===== src/hw/rtl/spd_pkg.sv =====
// Shared types and constants for the sound presence detector.
`default_nettype none

package spd_pkg;

   localparam int BLOCK_LEN = 1000;

   localparam int SAMPLE_W = 12;
   localparam int CNT_W = 16;
   localparam int SUM_W = 23;
   localparam int IDX_W = (BLOCK_LEN > 1) ? $clog2(BLOCK_LEN) : 1;

   localparam int CSR_IDX_W = 2;
   localparam int CSR_DATA_W = 16;

   localparam logic [CSR_DATA_W-1:0] LEVEL_THRESHOLD_RESET = 16'd517;
   localparam logic [CSR_DATA_W-1:0] DEBOUNCE_LENGTH_RESET = 16'd8;
   localparam logic [CSR_DATA_W-1:0] HOLD_LENGTH_RESET = 16'd500;
   localparam logic [CSR_DATA_W-1:0] CHIRP_GAP_RESET = 16'd5;

   // The block mean is the total times a rounded-up reciprocal, shifted down.
   // With the shift at SUM_W plus the bit length of BLOCK_LEN the quotient is
   // exact for every total below two to the SUM_W.
   localparam int MEAN_LOG = $clog2(BLOCK_LEN);
   localparam int MEAN_SHIFT = SUM_W + MEAN_LOG;
   localparam int MUL_W = 25;
   localparam int PROD_W = SUM_W + MUL_W;
   localparam logic [MUL_W-1:0] MEAN_MUL =
      MUL_W'(((longint'(1) << MEAN_SHIFT) + longint'(BLOCK_LEN) - 1) /
             longint'(BLOCK_LEN));

   typedef enum logic [CSR_IDX_W-1:0] {
      CSR_LEVEL_THRESHOLD = 2'd0,
      CSR_DEBOUNCE_LENGTH = 2'd1,
      CSR_HOLD_LENGTH     = 2'd2,
      CSR_CHIRP_GAP       = 2'd3
   } csr_index_type;

   typedef struct packed {
      logic [SAMPLE_W-1:0] sample;
      logic                mic_mode;
   } req_type;

   typedef struct packed {
      logic                heard;
      logic                chirp_start;
      logic                mean_valid;
      logic [SAMPLE_W-1:0] block_mean;
   } rsp_type;

   typedef struct packed {
      logic [SAMPLE_W-1:0] level_threshold;
      logic [7:0]          debounce_length;
      logic [CNT_W-1:0]    hold_length;
      logic [7:0]          chirp_gap;
   } cfg_type;

   typedef struct packed {
      logic             block_end;
      logic [SUM_W-1:0] block_total;
   } accum_type;

   typedef struct packed {
      req_type   req;
      accum_type accum;
   } stage_type;

   typedef struct packed {
      logic heard;
      logic chirp_start;
   } det_type;

endpackage

`default_nettype wire


===== src/hw/rtl/spd_ifs.sv =====
// Valid/ready channel interfaces for requests and responses.
`default_nettype none

interface spd_req_if;
   logic             valid;
   logic             ready;
   spd_pkg::req_type data;

   modport source (output valid, output data, input ready);
   modport sink (input valid, input data, output ready);
endinterface

interface spd_rsp_if;
   logic             valid;
   logic             ready;
   spd_pkg::rsp_type data;

   modport source (output valid, output data, input ready);
   modport sink (input valid, input data, output ready);
endinterface

`default_nettype wire


===== src/hw/rtl/sound_presence_detector.sv =====
// Top level of the sound presence detector.
`default_nettype none

// One result per sample. A request transfer is taken on any cycle in which the
// stage register is empty or moving on, so a sample can enter every cycle while
// results are taken; a result passes through the stage and result registers.
// The running sum is added at the request transfer; detection, the debounce,
// hold and chirp counters and the block mean (one multiplication by a
// reciprocal) are worked out between the stage register and the result
// register. Configuration writes take effect on the following sample and
// should be made while no sample is in flight.
module sound_presence_detector (
   input  wire logic                             clock,
   input  wire logic                             reset,
   spd_req_if.sink                               req_chan,
   spd_rsp_if.source                             rsp_chan,
   input  wire logic                             csr_wr_en,
   input  wire logic [spd_pkg::CSR_IDX_W-1:0]    csr_index,
   input  wire logic [spd_pkg::CSR_DATA_W-1:0]   csr_wdata
);

   spd_pkg::cfg_type   cfg_ff;
   spd_pkg::stage_type stage_ff;
   logic               stage_valid_ff;
   spd_pkg::rsp_type   rsp_ff;
   spd_pkg::rsp_type   rsp_in;
   logic               rsp_valid_ff;
   spd_pkg::accum_type accum;
   spd_pkg::det_type   det;
   logic [spd_pkg::SAMPLE_W-1:0] mean;
   logic               out_free;
   logic               advance;
   logic               req_ready;
   logic               req_accept;

   assign out_free = !rsp_valid_ff || rsp_chan.ready;
   assign advance = stage_valid_ff && out_free;
   assign req_ready = !stage_valid_ff || out_free;
   assign req_accept = req_chan.valid && req_ready;

   assign req_chan.ready = req_ready;
   assign rsp_chan.valid = rsp_valid_ff;
   assign rsp_chan.data = rsp_ff;

   always_ff @(posedge clock) begin
      if (reset) begin
         cfg_ff.level_threshold <= spd_pkg::LEVEL_THRESHOLD_RESET[spd_pkg::SAMPLE_W-1:0];
         cfg_ff.debounce_length <= spd_pkg::DEBOUNCE_LENGTH_RESET[7:0];
         cfg_ff.hold_length <= spd_pkg::HOLD_LENGTH_RESET;
         cfg_ff.chirp_gap <= spd_pkg::CHIRP_GAP_RESET[7:0];
      end else if (csr_wr_en) begin
         unique case (spd_pkg::csr_index_type'(csr_index))
            spd_pkg::CSR_LEVEL_THRESHOLD: begin
               cfg_ff.level_threshold <= csr_wdata[spd_pkg::SAMPLE_W-1:0];
            end
            spd_pkg::CSR_DEBOUNCE_LENGTH: begin
               cfg_ff.debounce_length <= csr_wdata[7:0];
            end
            spd_pkg::CSR_HOLD_LENGTH: begin
               cfg_ff.hold_length <= csr_wdata;
            end
            spd_pkg::CSR_CHIRP_GAP: begin
               cfg_ff.chirp_gap <= csr_wdata[7:0];
            end
         endcase
      end
   end

   spd_accum u_accum (
      .clock  (clock),
      .reset  (reset),
      .accept (req_accept),
      .sample (req_chan.data.sample),
      .result (accum)
   );

   always_ff @(posedge clock) begin
      if (reset) begin
         stage_valid_ff <= 1'b0;
      end else if (req_ready) begin
         stage_valid_ff <= req_chan.valid;
      end
   end

   always_ff @(posedge clock) begin
      if (req_accept) begin
         stage_ff.req <= req_chan.data;
         stage_ff.accum <= accum;
      end
   end

   spd_detect u_detect (
      .clock   (clock),
      .reset   (reset),
      .cfg     (cfg_ff),
      .advance (advance),
      .req     (stage_ff.req),
      .result  (det)
   );

   spd_mean u_mean (
      .block_end   (stage_ff.accum.block_end),
      .block_total (stage_ff.accum.block_total),
      .block_mean  (mean)
   );

   always_comb begin
      rsp_in.heard = det.heard;
      rsp_in.chirp_start = det.chirp_start;
      rsp_in.mean_valid = stage_ff.accum.block_end;
      rsp_in.block_mean = mean;
   end

   always_ff @(posedge clock) begin
      if (reset) begin
         rsp_valid_ff <= 1'b0;
      end else if (out_free) begin
         rsp_valid_ff <= stage_valid_ff;
      end
   end

   always_ff @(posedge clock) begin
      if (advance) begin
         rsp_ff <= rsp_in;
      end
   end

endmodule

`default_nettype wire


===== src/hw/rtl/spd_accum.sv =====
// Block sum accumulator that marks the sample closing each averaging block.
`default_nettype none

module spd_accum (
   input  wire logic                           clock,
   input  wire logic                           reset,
   input  wire logic                           accept,
   input  wire logic [spd_pkg::SAMPLE_W-1:0]   sample,
   output spd_pkg::accum_type                  result
);

   logic [spd_pkg::SUM_W-1:0] sum_ff;
   logic [spd_pkg::SUM_W-1:0] sum_in;
   logic [spd_pkg::IDX_W-1:0] idx_ff;
   logic [spd_pkg::IDX_W-1:0] idx_in;
   logic [spd_pkg::SUM_W-1:0] total;
   logic                      last;

   always_comb begin
      total = sum_ff + spd_pkg::SUM_W'(sample);
      last = (idx_ff == spd_pkg::IDX_W'(spd_pkg::BLOCK_LEN - 1));
      sum_in = sum_ff;
      idx_in = idx_ff;
      if (accept) begin
         if (last) begin
            sum_in = '0;
            idx_in = '0;
         end else begin
            sum_in = total;
            idx_in = idx_ff + spd_pkg::IDX_W'(1);
         end
      end
      result.block_end = last;
      result.block_total = total;
   end

   always_ff @(posedge clock) begin
      if (reset) begin
         sum_ff <= '0;
         idx_ff <= '0;
      end else begin
         sum_ff <= sum_in;
         idx_ff <= idx_in;
      end
   end

endmodule

`default_nettype wire


===== src/hw/rtl/spd_detect.sv =====
// Loud-sound detector with debounce, hold and chirp gap counters.
`default_nettype none

module spd_detect (
   input  wire logic              clock,
   input  wire logic              reset,
   input  wire spd_pkg::cfg_type  cfg,
   input  wire logic              advance,
   input  wire spd_pkg::req_type  req,
   output spd_pkg::det_type       result
);

   localparam logic [spd_pkg::CNT_W-1:0] CNT_MAX = '1;

   logic [spd_pkg::CNT_W-1:0] loud_ff;
   logic [spd_pkg::CNT_W-1:0] loud_in;
   logic [spd_pkg::CNT_W-1:0] quiet_ff;
   logic [spd_pkg::CNT_W-1:0] quiet_in;
   logic [spd_pkg::CNT_W-1:0] since_ff;
   logic [spd_pkg::CNT_W-1:0] since_in;
   logic                      detected_ff;
   logic                      detected_in;
   logic [spd_pkg::CNT_W-1:0] loud_inc;
   logic [spd_pkg::CNT_W-1:0] quiet_inc;
   logic [spd_pkg::CNT_W-1:0] since_mid;
   logic                      chirp;

   always_comb begin
      loud_inc = (loud_ff == CNT_MAX) ? CNT_MAX : loud_ff + spd_pkg::CNT_W'(1);
      quiet_inc = (quiet_ff == CNT_MAX) ? CNT_MAX : quiet_ff + spd_pkg::CNT_W'(1);
      loud_in = loud_ff;
      quiet_in = quiet_ff;
      since_in = since_ff;
      since_mid = since_ff;
      detected_in = detected_ff;
      chirp = 1'b0;
      if (req.mic_mode) begin
         if (req.sample > cfg.level_threshold) begin
            loud_in = loud_inc;
            if (loud_inc > spd_pkg::CNT_W'(cfg.debounce_length)) begin
               if (!detected_ff && (since_ff >= spd_pkg::CNT_W'(cfg.chirp_gap))) begin
                  chirp = 1'b1;
                  since_mid = '0;
               end
               detected_in = 1'b1;
               quiet_in = '0;
            end
         end else begin
            loud_in = '0;
            if (detected_ff) begin
               quiet_in = quiet_inc;
               if (quiet_inc > cfg.hold_length) begin
                  detected_in = 1'b0;
               end
            end
         end
         since_in = (since_mid == CNT_MAX) ? CNT_MAX : since_mid + spd_pkg::CNT_W'(1);
      end else begin
         detected_in = 1'b0;
      end
      result.heard = detected_in;
      result.chirp_start = chirp;
   end

   always_ff @(posedge clock) begin
      if (reset) begin
         loud_ff <= '0;
         quiet_ff <= '0;
         since_ff <= '0;
         detected_ff <= 1'b0;
      end else if (advance) begin
         loud_ff <= loud_in;
         quiet_ff <= quiet_in;
         since_ff <= since_in;
         detected_ff <= detected_in;
      end
   end

endmodule

`default_nettype wire


===== src/hw/rtl/spd_mean.sv =====
// Block mean by reciprocal multiplication of the completed block total.
`default_nettype none

module spd_mean (
   input  wire logic                           block_end,
   input  wire logic [spd_pkg::SUM_W-1:0]      block_total,
   output logic      [spd_pkg::SAMPLE_W-1:0]   block_mean
);

   logic [spd_pkg::PROD_W-1:0] product;

   always_comb begin
      product = spd_pkg::PROD_W'(block_total) * spd_pkg::PROD_W'(spd_pkg::MEAN_MUL);
      block_mean = block_end ? product[spd_pkg::MEAN_SHIFT +: spd_pkg::SAMPLE_W] : '0;
   end

endmodule

`default_nettype wire

===== src/flat_wrapper.sv =====
// flat-port wrapper written by rule: the top's interface ports become plain ports
module sound_presence_detector_flat 
  (clock, reset, csr_wr_en, csr_index, csr_wdata, req_chan_valid, req_chan_data, req_chan_ready, rsp_chan_valid, rsp_chan_data, rsp_chan_ready);
  spd_req_if req_chan_i ();
  spd_rsp_if rsp_chan_i ();
  input  wire logic clock;
  input  wire logic reset;
  input  wire logic csr_wr_en;
  input  wire logic [spd_pkg::CSR_IDX_W-1:0] csr_index;
  input  wire logic [spd_pkg::CSR_DATA_W-1:0] csr_wdata;
  input wire logic [$bits(req_chan_i.valid)-1:0] req_chan_valid;
  input wire logic [$bits(req_chan_i.data)-1:0] req_chan_data;
  output wire logic [$bits(req_chan_i.ready)-1:0] req_chan_ready;
  output wire logic [$bits(rsp_chan_i.valid)-1:0] rsp_chan_valid;
  output wire logic [$bits(rsp_chan_i.data)-1:0] rsp_chan_data;
  input wire logic [$bits(rsp_chan_i.ready)-1:0] rsp_chan_ready;
  assign req_chan_i.valid = req_chan_valid;
  assign req_chan_i.data = req_chan_data;
  assign req_chan_ready = req_chan_i.ready;
  assign rsp_chan_valid = rsp_chan_i.valid;
  assign rsp_chan_data = rsp_chan_i.data;
  assign rsp_chan_i.ready = rsp_chan_ready;
  sound_presence_detector u_core (.clock(clock), .reset(reset), .req_chan(req_chan_i), .rsp_chan(rsp_chan_i), .csr_wr_en(csr_wr_en), .csr_index(csr_index), .csr_wdata(csr_wdata));
endmodule

===== config.mk =====
export PLATFORM = sky130hd
export DESIGN_NAME = sound_presence_detector_flat
export DESIGN_NICKNAME = d
export VERILOG_FILES = /design/src/hw/rtl/spd_pkg.sv /design/src/hw/rtl/spd_ifs.sv /design/src/hw/rtl/sound_presence_detector.sv /design/src/hw/rtl/spd_accum.sv /design/src/hw/rtl/spd_detect.sv /design/src/hw/rtl/spd_mean.sv /design/src/flat_wrapper.sv
export SDC_FILE = /design/constraint.sdc
export NUM_CORES = 1
export LEC_CHECK = 0
export CAP_MARGIN = 0
export CORE_MARGIN = 5
export CORE_UTILIZATION = 25
export CTS_BUF_LIST = sky130_fd_sc_hd__clkbuf_16
export CTS_CLUSTER_DIAMETER = 60
export DETAILED_ROUTE_END_ITERATION = 10
export DONT_BUFFER_PORTS = 1
export GPL_TIMING_DRIVEN = 1
export SETUP_SLACK_MARGIN = 0.2
export SYNTH_ARGS = -nofsm -noshare
export SYNTH_HDL_FRONTEND = slang
export SYNTH_SLANG_ARGS = --single-unit

===== constraint.sdc =====
create_clock -name clock -period 7.8 [get_ports clock]
set_input_delay 0.39 -clock clock [delete_from_list [all_inputs] [get_ports clock]]
set_output_delay 0.39 -clock clock [all_outputs]
set_load 0.005 [all_outputs]

Word-level counts from Yosys, hierarchy flattened. Index checks and enable logic that the tools add are counted.

Bits in registers: 180. Bits of input ports: 36. Output and inout port bits: 17.

Add/subtract/negate cells: 5. Multipliers: 1. Magnitude comparators: 4. Eq/ne operators: 8. Mux-type cells: 19. Reduce and logical (&&, ||, !) cells: 17.

Operators with widths (count): $mux 16 (11); $add 16x1->16 const B (3); $eq 16x16->1 const B (3); $mul 23x24->45 const B (1); $add 23x12->23 (1); $mux 23 (1); $ge 16x8->1 (1); $gt 16x16->1 (1); $gt 16x8->1 (1); $gt 12x12->1 (1); $add 10x1->10 const B (1); $eq 10x10->1 const B (1); $mux 10 (1); $reduce_and 2->1 (5); $mux 1 (6); $eq 2x2->1 const B (2); $reduce_and 4->1 (1); $logic_and 1x1->1 (3); $logic_not 1->1 (3); $reduce_and 3->1 (1); $eq 2x1->1 const B (1); $logic_not 2->1 (1); $logic_or 1x1->1 (2); $ne 2x1->1 const B (1); $reduce_bool 2->1 (1).

Logic depth before layout (Yosys ltp).
Word-level depth: 8. Gate-level depth with buffers: 24. Depth with buffers taken out: 24.

Cells and area by module. Synthesis repeated with hierarchy kept, for this count alone.

Cell total of the unflattened synthesis: 1952. Area, all modules: 18262.5 um2.

By module, submodules not included: spd_mean (instances 1, cells each 927, area an instance 8633.3 um2, seq. area each 0.0 um2); spd_detect (instances 1, cells each 509, area an instance 3950.0 um2, seq. area each 980.9 um2); sound_presence_detector (instances 1, cells each 240, area an instance 3479.6 um2, seq. area each 2482.4 um2); spd_accum (instances 1, cells each 276, area an instance 2199.6 um2, seq. area each 660.6 um2).

Least setup slack after synthesis. No wires, ideal clock.

Path type: reg-to-reg. Start: register u_core.stage_ff[20] (netlist name). End: register u_core.rsp_ff, in the netlist u_core.rsp_chan.data[7], data pin. Data arrival time: 5.954 ns. Required time: 7.545 ns. Slack: 1.591 ns. Stages on the path, launching flop included: 21. Buffers on the path: 0. Cell sequence: edfxtp_1 -> fa_1 -> fa_1 -> inv_1 -> fa_1 -> fa_1 -> fa_1 -> inv_1 -> fa_1 -> inv_1 -> fa_1 -> inv_1 -> ha_1 -> a21oi_1 -> o21bai_1 -> o221ai_1 -> a31oi_1 -> or3_1 -> a31oi_1 -> xnor2_1 -> and2_1.

Cells in the longest elaborated chain, start to end: 1.

RTL lines: start, declared (line sound_presence_detector.sv:23) `spd_pkg::stage_type stage_ff;`; $mul 23x24->45 (line spd_mean.sv:13) `product = spd_pkg::PROD_W'(block_total) * spd_pkg::PROD_W'(spd_pkg::MEAN_MUL);`; end signal, assigned (line sound_presence_detector.sv:124) `rsp_ff <= rsp_in;`; end, declared (line sound_presence_detector.sv:25) `spd_pkg::rsp_type rsp_ff;`.

No other way between the ends. A chain may end at the register's enable or synchronous reset.

Worst setup path in the final report.
Start: register u_core.stage_ff[20] (netlist name). End: register u_core.rsp_ff, in the netlist u_core.rsp_chan.data[11], data pin.

The elaborated chain is that of the path after synthesis.

==> metrics <==
number of cells on the critical path=20; GRT Total Usage=11.2%; Yosys reg bits=180; unrepaired setup endpoints after global routing=false; Worst Hold Depth=0; residual DRC count=0; Worst Path Arrival=between 6 and 7 ns; Fmax=roughly 0.15 GHz; met1 usage=between 10% and 20%; clock buffer depth=2; DR vias=13016; GPL Wtd Cong=between 0.8 and 0.9; wire per inst=15.0 um; syn_nets=2413; routing usage on met3=1.86%; register area=4120 um2; n_diodes=0; DIE HEIGHT=between 200 and 300 um; top cell family by delay on the critical path=adder cells; Sink Count=180; Clock Skew=around 0.018 ns; Overflow after GRT=0; FFs w/ async S/R, synth=0%; dominant synthesized flop cell=dfxtp_1; actual slew at the worst max-slew pin=0.990 ns; initial antenna violation count=0; CTS tree=done; number of global-route vias before repair=approximately 13000; largest net degree at the start of global routing=86; final core occ=between 20 and 30%; Buf/Inv on CP=4; total of max-cap violations=0; global-route wire length before repair=slightly above 70000 um; FP Rows=97; HPWL after DPL=between 30000 and 40000 um; met2 usage=between 10% and 20%; nets=between 2000 and 2500; final wirelength=42900 um; Post-synth EDFFs=52; Die Area=approximately 77000 um2; Die X=approximately 280 um; CTS buffer count=17; P&R area growth vs syn=9.24%; Core Region=around 70000 um2; Worst setup EP type=flop; Post-Synthesis Cell Area=17800 um2; syn avg cell area=just over 9 um2; largest stage delay on the critical path=roughly 0.64 ns; GRT Max-Usage Layer=met2; share of layout cells above drive strength 1=4.17%; WP data required=8.03 ns; Final TNS setup=0 ns; Placement Cell Area=around 19000 um2; Fillers=around 7500; final count of pins violating max slew=0; Final Cycle Share=between 80 and 90%; design area=approximately 19000 um2; later-pin clock latency in the skew report=0.46 ns; critical path's most frequent cell=fa_1; Worst Reg-to-Reg Cells=20; CP Max Fanout=8; DR pass1 iterations=5; Via density=around 4.6; Root Driver=clkbuf_16; critical path, cell by cell=fa_1 > inv_1 > fa_1 > inv_1 > fa_1 > fa_1 > fa_1 > inv_1 > fa_1 > inv_1 > fa_1 > ha_1 > nand3_1 > nor2_1 > o2111ai_1 > a211oi_1 > nor3_1 > o41ai_1 > xnor2_1 > and2_1; post-layout minimum cycle time=just under 7 ns; Starting DRT DRC Count=~630; IO Count=between 50 and 60; yosys warns=0; WS Path Type=flop to flop; Synth Instances=roughly 1900; Multi-input gate area=~12000 um2; Clock transition at path regs=~0.090 ns; Starting Density=25.3%; Setup crit start kind=flop; hold crit path type=input port to flop; outcome=completed; slowest CP cell=fa_1; Slew headroom=between 30% and 40%; Post-DRT Antenna Nets=0; I/O Buffers=0; setup violators final=0; Final Hold Fails=0; Final Hold Slack=~0.031 ns; Seq/Total Area, Yosys=a little under a quarter; count of cell types in the netlist=between 80 and 90; Max H-tree Level=4; Post-CTS Repair Setup Buffers=0
==> cell usage in the layout (no fill, tap or decap), types with 13 or more instances in the layout <==
cell type and count:
clkbuf_16 17, nor3_1 32, a31oi_1 17, fa_1 156, dfxtp_1 128, nor2_1 86
o211ai_1 18, nand2_1 156, xor2_1 24, a21oi_1 123, edfxtp_1 52, nand3_1 57
and3_1 13, o21ai_0 52, mux2i_1 14, a21o_1 33, xnor2_1 27, ha_1 295
nand4_1 36, and2_1 14, inv_1 363
==> metrics by stage <==
step | setup WS [ns] | instances
global route | 0.768 | 2859
floorplan | 1.59 | 1926
detailed placement | 1.07 | 2815
CTS | 1.04 | 2859
finish | 1.05 | 2859
global placement | 1.18 | 2815
==> worst register-to-register path, delay by kind of cell (launching register included) <==
kind            cells  cell delay, ns
fa+ha+maj           8            4.08
compound gates      3            0.92
simple gates        4            0.60
flops               1            0.55
buf+inv             4            0.25
xor+xnor            1            0.12
==> final cells by class <==
| class | instances | area share [%] |
|---|---|---|
| multi-input cells | 1324 | 61.5 |
| flip-flops and latches | 180 | 21.2 |
| inverters | 364 | 7.03 |
| well taps | 940 | 6.05 |
| clock buffers | 17 | 2.19 |
| clock inverters | 15 | 1.04 |
| repair buffers | 19 | 0.979 |
==> path summary, 6_finish.rpt <==
check | start | to | slack, ns
setup / recovery | u_core.stage_ff[20] | u_core.rsp_chan.data[11] | 1.05
hold / removal | req_chan_data[2] | u_core.stage_ff[26] | 0.03
setup reg to reg | u_core.stage_ff[20] | u_core.rsp_chan.data[11] | 1.05
hold reg to reg | u_core.cfg_ff[36] | u_core.cfg_ff[36] | 0.46
==> cells by family (layout without fill, tap and decap cells) <==
logic type,Yosys count,count (layout),share of synthesized area [%]
adder cells (fa/ha/maj),451,451,38.3
multiplexers,18,18,1.06
buffers and inverters,422,415,9.66
AND/OR/NAND/NOR,465,465,13.0
flip-flops,180,180,23.2
AO/OA/AOI/OAI,339,339,12.3
XOR/XNOR,51,51,2.51
==> synth_stat cells (4+ instances only) <==
master       n  area, um2
a211oi_1    11       82.6
or2_2        6       37.5
o31ai_1      4       30.0
mux2i_1     14        140
inv_1      364       1370
a21o_1      33        248
o21ai_0     52        260
edfxtp_1    52       1560
buf_6        7       78.8
nand2b_1    10       62.6
clkbuf_1    34        128
nor2b_1      8       50.1
nor3b_1      6       45.0
o21a_1      11       82.6
o21bai_1     5       37.5
or3_1        5       31.3
o22ai_1      5       31.3
nand3b_1     4       30.0
and3_1      13       81.3
nor3_1      32        160
a21oi_1    123        616
and2_1      14       87.6
dfxtp_1    128       2560
and4_1       9       78.8
o2111ai_1    5       43.8
nand3_1     57        285
o211ai_1    18        135
nor2_1      86        323
buf_1        4       15.0
nand4_1     36        225
a211oi_2     4       50.1
ha_1       295       3690
or4_1        5       37.5
nand2_1    156        586
a31oi_1     17        106
xor2_1      24        210
fa_1       156       3120
a22oi_1      9       67.6
xnor2_1     27        236
==> sequential cells by signal, indices dropped and copies added (netlist names) <==
| register | flops |
|---|---|
| u_core.stage_valid_ff | 1 |
| u_core.stage_ff | 36 |
| u_core.u_accum.idx_ff | 10 |
| u_core.u_detect.loud_ff | 16 |
| u_core.u_detect.quiet_ff | 16 |
| u_core.rsp_in | 1 |
| u_core.cfg_ff | 44 |
| u_core.rsp_chan.data | 15 |
| u_core.u_detect.detected_ff | 1 |
| u_core.rsp_chan.valid | 1 |
| u_core.u_detect.since_ff | 16 |
| u_core.u_accum.sum_ff | 23 |
==> layer usage <==
layer | share of wire (%) | vias up | routed length, um
met4 | 0.78 | 0 | 333
met5 | 0 | - | 0
met1 | 49 | 6308 | 21200
li1 | - | 6460 | -
met2 | 46 | 225 | 19700
met3 | 4.0 | 23 | 1730
==> what timing repair did <==
| item | CTS | global route |
|---|---|---|
| setup endpoints to repair | 0 | 0 |
| resized for setup | 0 | 0 |
| hold endpoints to repair | 96 | 0 |
| hold buffers | 12 | 0 |
Power is left out: the tool's default activity adds up to more than one toggle a clock period on the data nets, which glitch-free logic cannot reach.
